### config.mk
export PLATFORM = sky130hd
export DESIGN_NAME = pps_compare
export DESIGN_NICKNAME = d
export VERILOG_FILES = /design/src/rtl/pps_pkg.sv /design/src/rtl/pps_compare.sv
export SDC_FILE = /design/constraint.sdc
export NUM_CORES = 1
export LEC_CHECK = 0
export ABC_AREA = 1
export BUFFER_PORTS_ARGS = -buffer_cell sky130_fd_sc_hd__buf_2
export CAP_MARGIN = 30
export CORE_AREA = 2 2 62 64
export DETAILED_ROUTE_END_ITERATION = 8
export DIE_AREA = 0 0 64 66
export PLACE_DENSITY = 0.8
export SLEW_MARGIN = 25
export SYNTH_ARGS = -nofsm -noshare
export SYNTH_HDL_FRONTEND = slang
export SYNTH_SLANG_ARGS = --single-unit
### constraint.sdc
create_clock -name vclk -period 1.45
set_input_delay 0.145 -clock vclk [all_inputs]
set_output_delay 0.145 -clock vclk [all_outputs]
set_load 0.005 [all_outputs]
### src/rtl/pps_pkg.sv
`timescale 1ns / 1ps

package pps_pkg;

  localparam int unsigned TimeW  = 24;
  localparam int unsigned IdW    = 10;
  localparam int unsigned PrioW  = 8;
  localparam int unsigned ArrW   = 16;
  localparam int unsigned BurstW = 16;

  localparam int unsigned InDataW  = 56;
  localparam int unsigned OutDataW = 112;

  localparam logic [TimeW-1:0] TimeMax = {TimeW{1'b1}};

  typedef enum logic [1:0] {
    CMD_LOAD  = 2'd0,
    CMD_TICK  = 2'd1,
    CMD_CLEAR = 2'd2,
    CMD_NONE  = 2'd3
  } cmd_e;

  // One table slot.
  typedef struct packed {
    logic              done;
    logic [IdW-1:0]    id;
    logic [PrioW-1:0]  prio;
    logic [ArrW-1:0]   arrival;
    logic [BurstW-1:0] remaining;
    logic [BurstW-1:0] burst;
  } entry_t;

  // Input transfer, last field in the lowest bits.
  typedef struct packed {
    logic [3:0]        pad;
    logic [BurstW-1:0] burst_time;
    logic [ArrW-1:0]   arrival_time;
    logic [PrioW-1:0]  priority_req;
    logic [IdW-1:0]    task_id;
    cmd_e              command;
  } in_t;

  // Result transfer, last field in the lowest bits.
  typedef struct packed {
    logic [2:0]       pad;
    logic             table_full;
    logic             all_done;
    logic [TimeW-1:0] waiting_time;
    logic [TimeW-1:0] turnaround_time;
    logic [TimeW-1:0] exit_time;
    logic             task_finished;
    logic [IdW-1:0]   running_id;
    logic [TimeW-1:0] current_time;
  } out_t;

endpackage

### src/rtl/pps_compare.sv
`timescale 1ns / 1ps

module pps_compare (
  input  logic [pps_pkg::TimeW-1:0] time_now_i,
  input  pps_pkg::entry_t           cand_i,
  input  pps_pkg::entry_t           best_i,
  input  logic                      best_valid_i,
  output logic                      take_o
);
  import pps_pkg::*;

  logic eligible;
  logic beats;

  // Lower priority number wins, then earlier arrival; equal keeps the lower slot.
  assign eligible = !cand_i.done && ({(TimeW-ArrW)'(0), cand_i.arrival} <= time_now_i);
  assign beats    = (cand_i.prio < best_i.prio) ||
                    ((cand_i.prio == best_i.prio) && (cand_i.arrival < best_i.arrival));
  assign take_o   = eligible && (!best_valid_i || beats);

endmodule

; ---- Yosys cells after proc, flatten, opt, wreduce, memory -nomap -nowiden
; Index checks and enable logic that the tools add are counted.
[classes]
n_eq_ne = 1
n_reduce_logical = 7
magnitude_cmp = 3
[ops]
columns = op, count
row1 = less-or-equal comparator 16 x 24 -> 1 bit, 1
row2 = < comparator 16 bit, 1
row3 = equality test 8 bit, 1
row4 = < comparator 8 bit, 1
row5 = logical AND 1 bit, 3
row6 = zero test 1 bit, 2
row7 = logical OR 1 bit, 2
[word_totals]
regBits = 0
input_bits = 159

; ---- Logic depth before layout (Yosys ltp)
; Gate-level depths: netlist (run 1).
[depth]
ltp_word = 5
mapped_depth = 14
mapped_depth_nobuf = 14

; ---- Least setup slack after synthesis (run 1)
; No wires, ideal clock.
[synth_path]
kind = input to output
start = in time_now_i[7] in the netlist's numbering
end = out take_o
cell_stages = 10
slack_ps = 272
arrival_time_ps = 1033
n_path_buf = 0
required_time_ps = 1305
cell_sequence = inv_1 ha_1 a21oi_1 o21a_1 nand2_1 nand2_1 nand2_1 nand2_1 nand2_1 nor2_1
[synth_between]
elab_chain_len = 3
[synth_lines]
columns = item, line
row1 = "start, declared", pps_compare.sv:4  ; input logic [pps_pkg::TimeW-1:0] time_now_i,
row2 = less-or-equal comparator 16 x 24 -> 1 bit, pps_compare.sv:16  ; assign eligible = !cand_i.done && ({(TimeW-ArrW)'(0), cand_i.arrival} <= time_now_i);
row3 = logical AND 1 bit, pps_compare.sv:16
row4 = logical AND 1 bit, pps_compare.sv:19  ; assign take_o = eligible && (!best_valid_i || beats);
row5 = "end, declared", pps_compare.sv:8  ; output logic take_o
; No other way between the ends.

; ---- Worst setup path in the final report (run 1)
[layout_path]
start = in cand_i[39] in the netlist's numbering
end = out take_o
[layout_between]
elab_chain_len = 5
word_cells_on_any_way = 7
[layout_lines]
columns = item, line
row1 = "start, declared", pps_compare.sv:5  ; input pps_pkg::entry_t cand_i,
row2 = < comparator 16 bit, pps_compare.sv:18  ; ((cand_i.prio == best_i.prio) && (cand_i.arrival < best_i.arrival));
row3 = logical AND 1 bit, pps_compare.sv:18
row4 = logical OR 1 bit, pps_compare.sv:17  ; assign beats = (cand_i.prio < best_i.prio) ||
row5 = logical OR 1 bit, pps_compare.sv:19
row6 = logical AND 1 bit *, pps_compare.sv:19
; Every way passes the cells marked *; elsewhere a longest branch is shown, timed or not.

==> flow_summary.yaml, run 1 <==
synthesis:
  yosys.area.top_type_share: 0.4604
  netlist_instances: 175
  avgSynthCellArea_sq_um: 6.056
  synth_area_leader_cell: "ha_1"
  ys_warn_count: 0
  syn_nets: 373
  ys_types: 14
  synth_area_sq_um: 1060
  ys_seq_area_frac: 0
  synth_area_leaders: "ha_1 (46%), inv_1 (18%), nand2_1 (15%)"
layout:
  clkbuf_count: 0
  instances_no_fill: 298
  layout_commonest_cell: "buf_2"
  stdcell_area_sq_um: 1818
  drive_gt1_frac: 0.4920
  nNetsFinal: 450
  antennaDiodeCount: 0
  register_area_sq_um: 0
  final_cell_mix: "buf_2 (68), inv_1 (39), nand2_1 (34)"
  areaGrowthSynthToFinish_pct: 71.55
  nFlopsAndLatches: 0
critical_path:
  cp-start-kind: "input port"
  crit_buf_inv: 2
  required_ns: 1.31
  path_cells: "buf_8, ha_4, nand2_4, nor2_4, nand4_1, nor2_2, nor2_1, nand2_1, nand2_1, nor2_1, buf_2"
  critPathKind: "input port to primary output"
  cp-end-kind: "primary output"
  worstPathMaxFanout: 2
  startpoint: "cand_i[39]"
  cp_slowest_stage_delay_ns: 0.28
  cpMaxStageDelayCell: "ha_4"
  crit_cells: 11
  crit_family: "simple AND/OR/NAND/NOR gates"
  critical_path_arrival_ns: 1.30
global_routing:
  grt-ovfl-total: 0
  grt_pass1_vias: 1175
  grt_usage: 0.1270
  grt_max_degree: 4
  antenna_found_initial: 0
  grt_pass1_wl_um: 4491
hold_path:
  hold_end: "take_o"
  holdCritPathClass: "input port to primary output"
  hold_path_startpoint: "cand_i[66]"
  hold_depth: 5
sta:
  worst_pin_slew_ns: 0.2526
  rsz0062_at_grt: "yes"
  setup_viol: 0
  hold_viol: 0
  max-slew-margin-rel: 0.8300
  drv_slew: 0
  tns_ns: 0
  post-route-period-util: 0.9975
  max_freq_ghz: 0.6914
  period_minus_slack_ns: 1.446
  whs_ns: 0.6105
placement:
  place_congestion: 0.7789
  dp_hpwl_um: 2480
  placedCellCount: 298
  placed_area_sq_um: 1495
  portBuffers: 75
power_and_ir_drop:
  ir_worst_vdd_uv: 132.2
  p_int_mw: 0.2582
  p_switching_mw: 0.2335
  share_comb_of_total_power: 1.000
  p_leak_nw: 1.049
  switching_share: 0.4749
  seq_power_share: 0
  power.share.clock: 0
  total_power_mw: 0.4917
  power_density_nw_per_um2: 270.4
die:
  dieHeight_um: 66
  rows: 22
  start_util: 0.2984
  die_area_sq_um: 4224
  fp.coreArea_sq_um: 3551
  ios: 160
  die_w_um: 64
route:
  vias_per_cell: 4.473
  drc: 0
  postRouteAntennaNets: 0
  first_iter_violations: 22
  firstDrtPassIters: 4
  vias: 1333
  routed_wl_um: 3051
  wire_per_inst_um: 10.24
run:
  cap_viol_max_count: 0
cts:
  postCtsHoldBufs: 0
status:
  status: "complete, no violations"
-- final cells by class --
cell class,instances,area [sq um]
fillers,364,1733
multi-input cells,125,1147
repair buffers,75,422.9
inverters,50,187.7
well taps,48,60.06
-- synthesized netlist by cell type, drive strengths merged --
master	number
nand2	41
nand3b	1
nand3	2
nor2	12
nand4	2
ha	39
nor3	1
inv	50
o21ai	4
o211ai	1
nor4	2
o21a	2
a21oi	18
-- power by group through the flow --
stage | registers, mW | clock network (mW) | logic, mW
finish | 0 | 0 | 0.492
global route | 0 | 0 | 0.559
CTS | 0 | 0 | 0.390
detailed placement | 0 | 0 | 0.353
global placement | 0 | 0 | 0.341
floorplan | 0 | 0 | 0.201
-- repair_timing --
item / 4_1_cts / 5_1_grt
pin swaps: 13 / 29
buffers inserted: 0 / 0
gates resized for setup: 14 / 55
endpoints found under the setup margin: 1 / 1
-- worst min-delay path: cells and delay by family --
family / cells / cell delay [ns]
buffers and inverters: 3 / 0.22
AND/OR/NAND/NOR: 2 / 0.09
-- cell families (layout without fill, tap and decap cells) --
logic type	count (synthesis)	in the layout	synth area share
compound gates	25	25	0.1252
fa+ha+maj	39	39	0.4605
buf+inv	50	125	0.1771
simple gates	61	61	0.2373
-- how the worst max path moves through the flow --
stage	endpoint	slack (ns)
finish	take_o	0.004
global route	take_o	-0.07
CTS	take_o	0.0009
detailed placement	take_o	-0.07
global placement	take_o	-0.06
floorplan	take_o	0.27
-- per-stage QoR --
stage                     setup slack [ns]    util
final                             0.003598  0.5120
after global routing              -0.06779  0.5120
after CTS                        0.0009384  0.4507
after detailed placement          -0.06868  0.4211
after global placement            -0.05527  0.4211
after floorplan                     0.2722       -
-- metal layers --
| metal | track usage | up-vias | routed length [um] |
|---|---|---|---|
| met5 | 0 | - | 0 |
| met4 | 0.01630 | 0 | 51 |
| met3 | 0.01874 | 6 | 240 |
| met2 | 0.2344 | 59 | 1410 |
| met1 | 0.1585 | 563 | 1349 |
| li1 | - | 705 | - |
Note: power is estimated with default switching activity, not from simulation.
==> run 2, diff against run 1 <==
--- a/config.mk
+++ b/config.mk
@@ -5,13 +5,12 @@
 export SDC_FILE = /design/constraint.sdc
 export NUM_CORES = 1
 export LEC_CHECK = 0
-export ABC_AREA = 1
 export BUFFER_PORTS_ARGS = -buffer_cell sky130_fd_sc_hd__buf_2
 export CAP_MARGIN = 30
-export CORE_AREA = 2 2 62 64
+export CORE_AREA = 2 2 61 63
 export DETAILED_ROUTE_END_ITERATION = 8
-export DIE_AREA = 0 0 64 66
-export PLACE_DENSITY = 0.8
+export DIE_AREA = 0 0 63 65
+export PLACE_DENSITY = 0.82
 export SLEW_MARGIN = 25
 export SYNTH_ARGS = -nofsm -noshare
 export SYNTH_HDL_FRONTEND = slang
==> run 2 against run 1 <==
The flow now finishes with violations (setup timing). Synthesized cell count fell by 18%. Core utilization up 1.3 points. Non-clock buffer count increased by 9. Combinational power about the same. Worst hold slack got worse by 0.058 ns. Design area increased by 1.0%. Die area decreased by 3.1%. Global-route usage up 1.8 points. Count of clock-buffer cells in the layout unchanged. Via count fell by 4.2%. Setup slack got worse by 0.26 ns. Highest routed layer is now met3.
==> flow_summary.yaml, run 2 <==
die:
  dieHeight_um: 65
  die_area_sq_um: 4095
  ios: 160
  fp.coreArea_sq_um: 3496
  die_w_um: 63
  start_util: 0.2963
  rows: 22
global_routing:
  grt_usage: 0.1452
  grt_max_degree: 4
  grt_pass1_vias: 1242
  grt-ovfl-total: 0
  antenna_found_initial: 0
  grt_pass1_wl_um: 4961
synthesis:
  synthMuxAreaShare: 0
  avgSynthCellArea_sq_um: 7.194
  synth.most_common_cell: "inv_1"
  synth-compound-area-share: 0.1969
  ys_types: 24
  synth_adder_area_share: 0.4710
  ys_warn_count: 0
  synth_area_sq_um: 1036
  synth_top_family_by_area: "adder cells"
  yosys.area.top_type_share: 0.4710
  synth_commonest_cells: "inv_1 (43), ha_1 (39), a21oi_1 (14)"
  netlist_instances: 144
  ys_seq_area_frac: 0
  synth_area_leaders: "ha_1 (47%), inv_1 (16%), a21oi_1 (6.8%)"
  syn_nets: 342
  synthSimpleGateAreaFrac: 0.1763
  synthXorXnorAreaFrac: 0
  synth_area_leader_cell: "ha_1"
power_and_ir_drop:
  p_leak_nw: 1.003
  switching_share: 0.4444
  ir_worst_vdd_uv: 119.7
  power.share.clock: 0
  power_density_nw_per_um2: 269.3
  seq_power_share: 0
  p_int_mw: 0.2748
  p_switching_mw: 0.2198
  share_comb_of_total_power: 1.000
  total_power_mw: 0.4946
critical_path:
  startpoint: "time_now_i[7]"
  cp-end-kind: "primary output"
  critical_path_arrival_ns: 1.56
  worstPathMaxFanout: 2
  required_ns: 1.31
  cp-start-kind: "input port"
  critPathKind: "input port to primary output"
sta:
  period_minus_slack_ns: 1.707
  worst_slack_ns: -0.2571
  rsz0062_at_grt: "yes"
  hold_viol: 0
  drv_slew: 0
  max_freq_ghz: 0.5858
  post-route-period-util: 1.177
  max-slew-margin-rel: 0.8250
  worst_pin_slew_ns: 0.2601
  tns_ns: -0.2571
  setup_viol: 1
placement:
  dp_hpwl_um: 2583
  placedCellCount: 275
  portBuffers: 75
  place_congestion: 0.7589
hold_path:
  holdCritPathClass: "input port to primary output"
  hold_path_startpoint: "cand_i[66]"
route:
  postRouteAntennaNets: 0
  first_iter_violations: 9
  vias: 1277
  firstDrtPassIters: 2
  wire_per_inst_um: 10.79
  routed_wl_um: 2978
  drc: 0
  vias_per_cell: 4.627
layout:
  final_core_util: 0.5254
  layout_commonest_cell: "buf_2"
  nNetsFinal: 428
  drive_gt1_frac: 0.5395
  register_area_sq_um: 0
  instances_no_fill: 276
  areaGrowthSynthToFinish_pct: 77.29
  final_cell_mix: "buf_2 (64), inv_1 (36), ha_1 (24)"
  antennaDiodeCount: 0
  clkbuf_count: 0
  nFlopsAndLatches: 0
run:
  cap_viol_max_count: 0
status:
  violations: "setup timing"
  status: "finished, violations left"
run 2: changes by cell type in the layout (fill, tap and decap cells not counted), sizes merged, moves of 2 or more:
cell / before / now
inv: 50 / 43
buf: 75 / 84
nor2: 12 / 4
a21oi: 18 / 14
o21a: 2 / 0
a211oi: 0 / 2
a221oi: 0 / 3
nand2: 41 / 11
nand3: 2 / 4
o21ai: 4 / 8
run 2: area by class of cell:
| cell class | instances | area (sq um) |
|---|---|---|
| Inverter | 43 | 163.9 |
| Multi-Input combinational cell | 101 | 1109 |
| Fill cell | 365 | 1659 |
| Timing Repair Buffer | 84 | 504.2 |
| Tap cell | 48 | 60.06 |
run 2: layer usage:
metal	wire length (um)	share of wire	global-route usage	up-vias
li1	-	-	-	664
met1	1282	0.43	0.1781	559
met2	1442	0.48	0.2832	54
met3	253	0.085	0.01910	0
met4	0	0	0	0
met5	0	0	0	-
run 2: cell families (layout without fill, tap and decap cells):
kind of cell	Yosys count	after routing
AOI/OAI and AO/OA	31	31
adders and majority gates	39	39
buffers and inverters	43	127
and+or+nand+nor	31	31
run 2: final timing paths:
path	endpoint	slack, ns	cells past startpoint
max	take_o	-0.26	10
min	take_o	0.55	3
run 2: power by group through the flow:
stage	clock [mW]	combinational (mW)	sequential (mW)
6_report	0	0.495	0
5_1_grt	0	0.566	0
4_1_cts	0	0.451	0
3_5_place_dp	0	0.385	0
3_3_place_gp	0	0.374	0
2_1_floorplan	0	0.202	0
run 2: repair_timing:
item,in CTS,in global routing
buffers inserted,1,0
pin swaps,13,14
endpoints found under the setup margin,1,1
hold buffers,0,0
gates resized for setup,27,26
run 2: metrics by stage:
| step | cell area (sq um) | setup WS (ns) | hold slack (ns) |
|---|---|---|---|
| 2_1_floorplan | 1036 | 0.02641 | 0.3147 |
| 3_3_place_gp | 1531 | -0.3507 | 0.5570 |
| 3_5_place_dp | 1531 | -0.2982 | 0.5558 |
| 4_1_cts | 1703 | -0.2349 | 0.5572 |
| 5_1_grt | 1837 | -0.3420 | 0.5542 |
| 6_report | 1837 | -0.2571 | 0.5528 |
run 2: critical path, stage by stage:
cell and delay, ns:
buf_2 0.10, inv_1 0.08, ha_4 0.22, a21oi_2 0.15, o21ai_2 0.07, a221oi_2 0.23
or2_1 0.15, a221oi_2 0.06, a211oi_2 0.20, buf_2 0.15
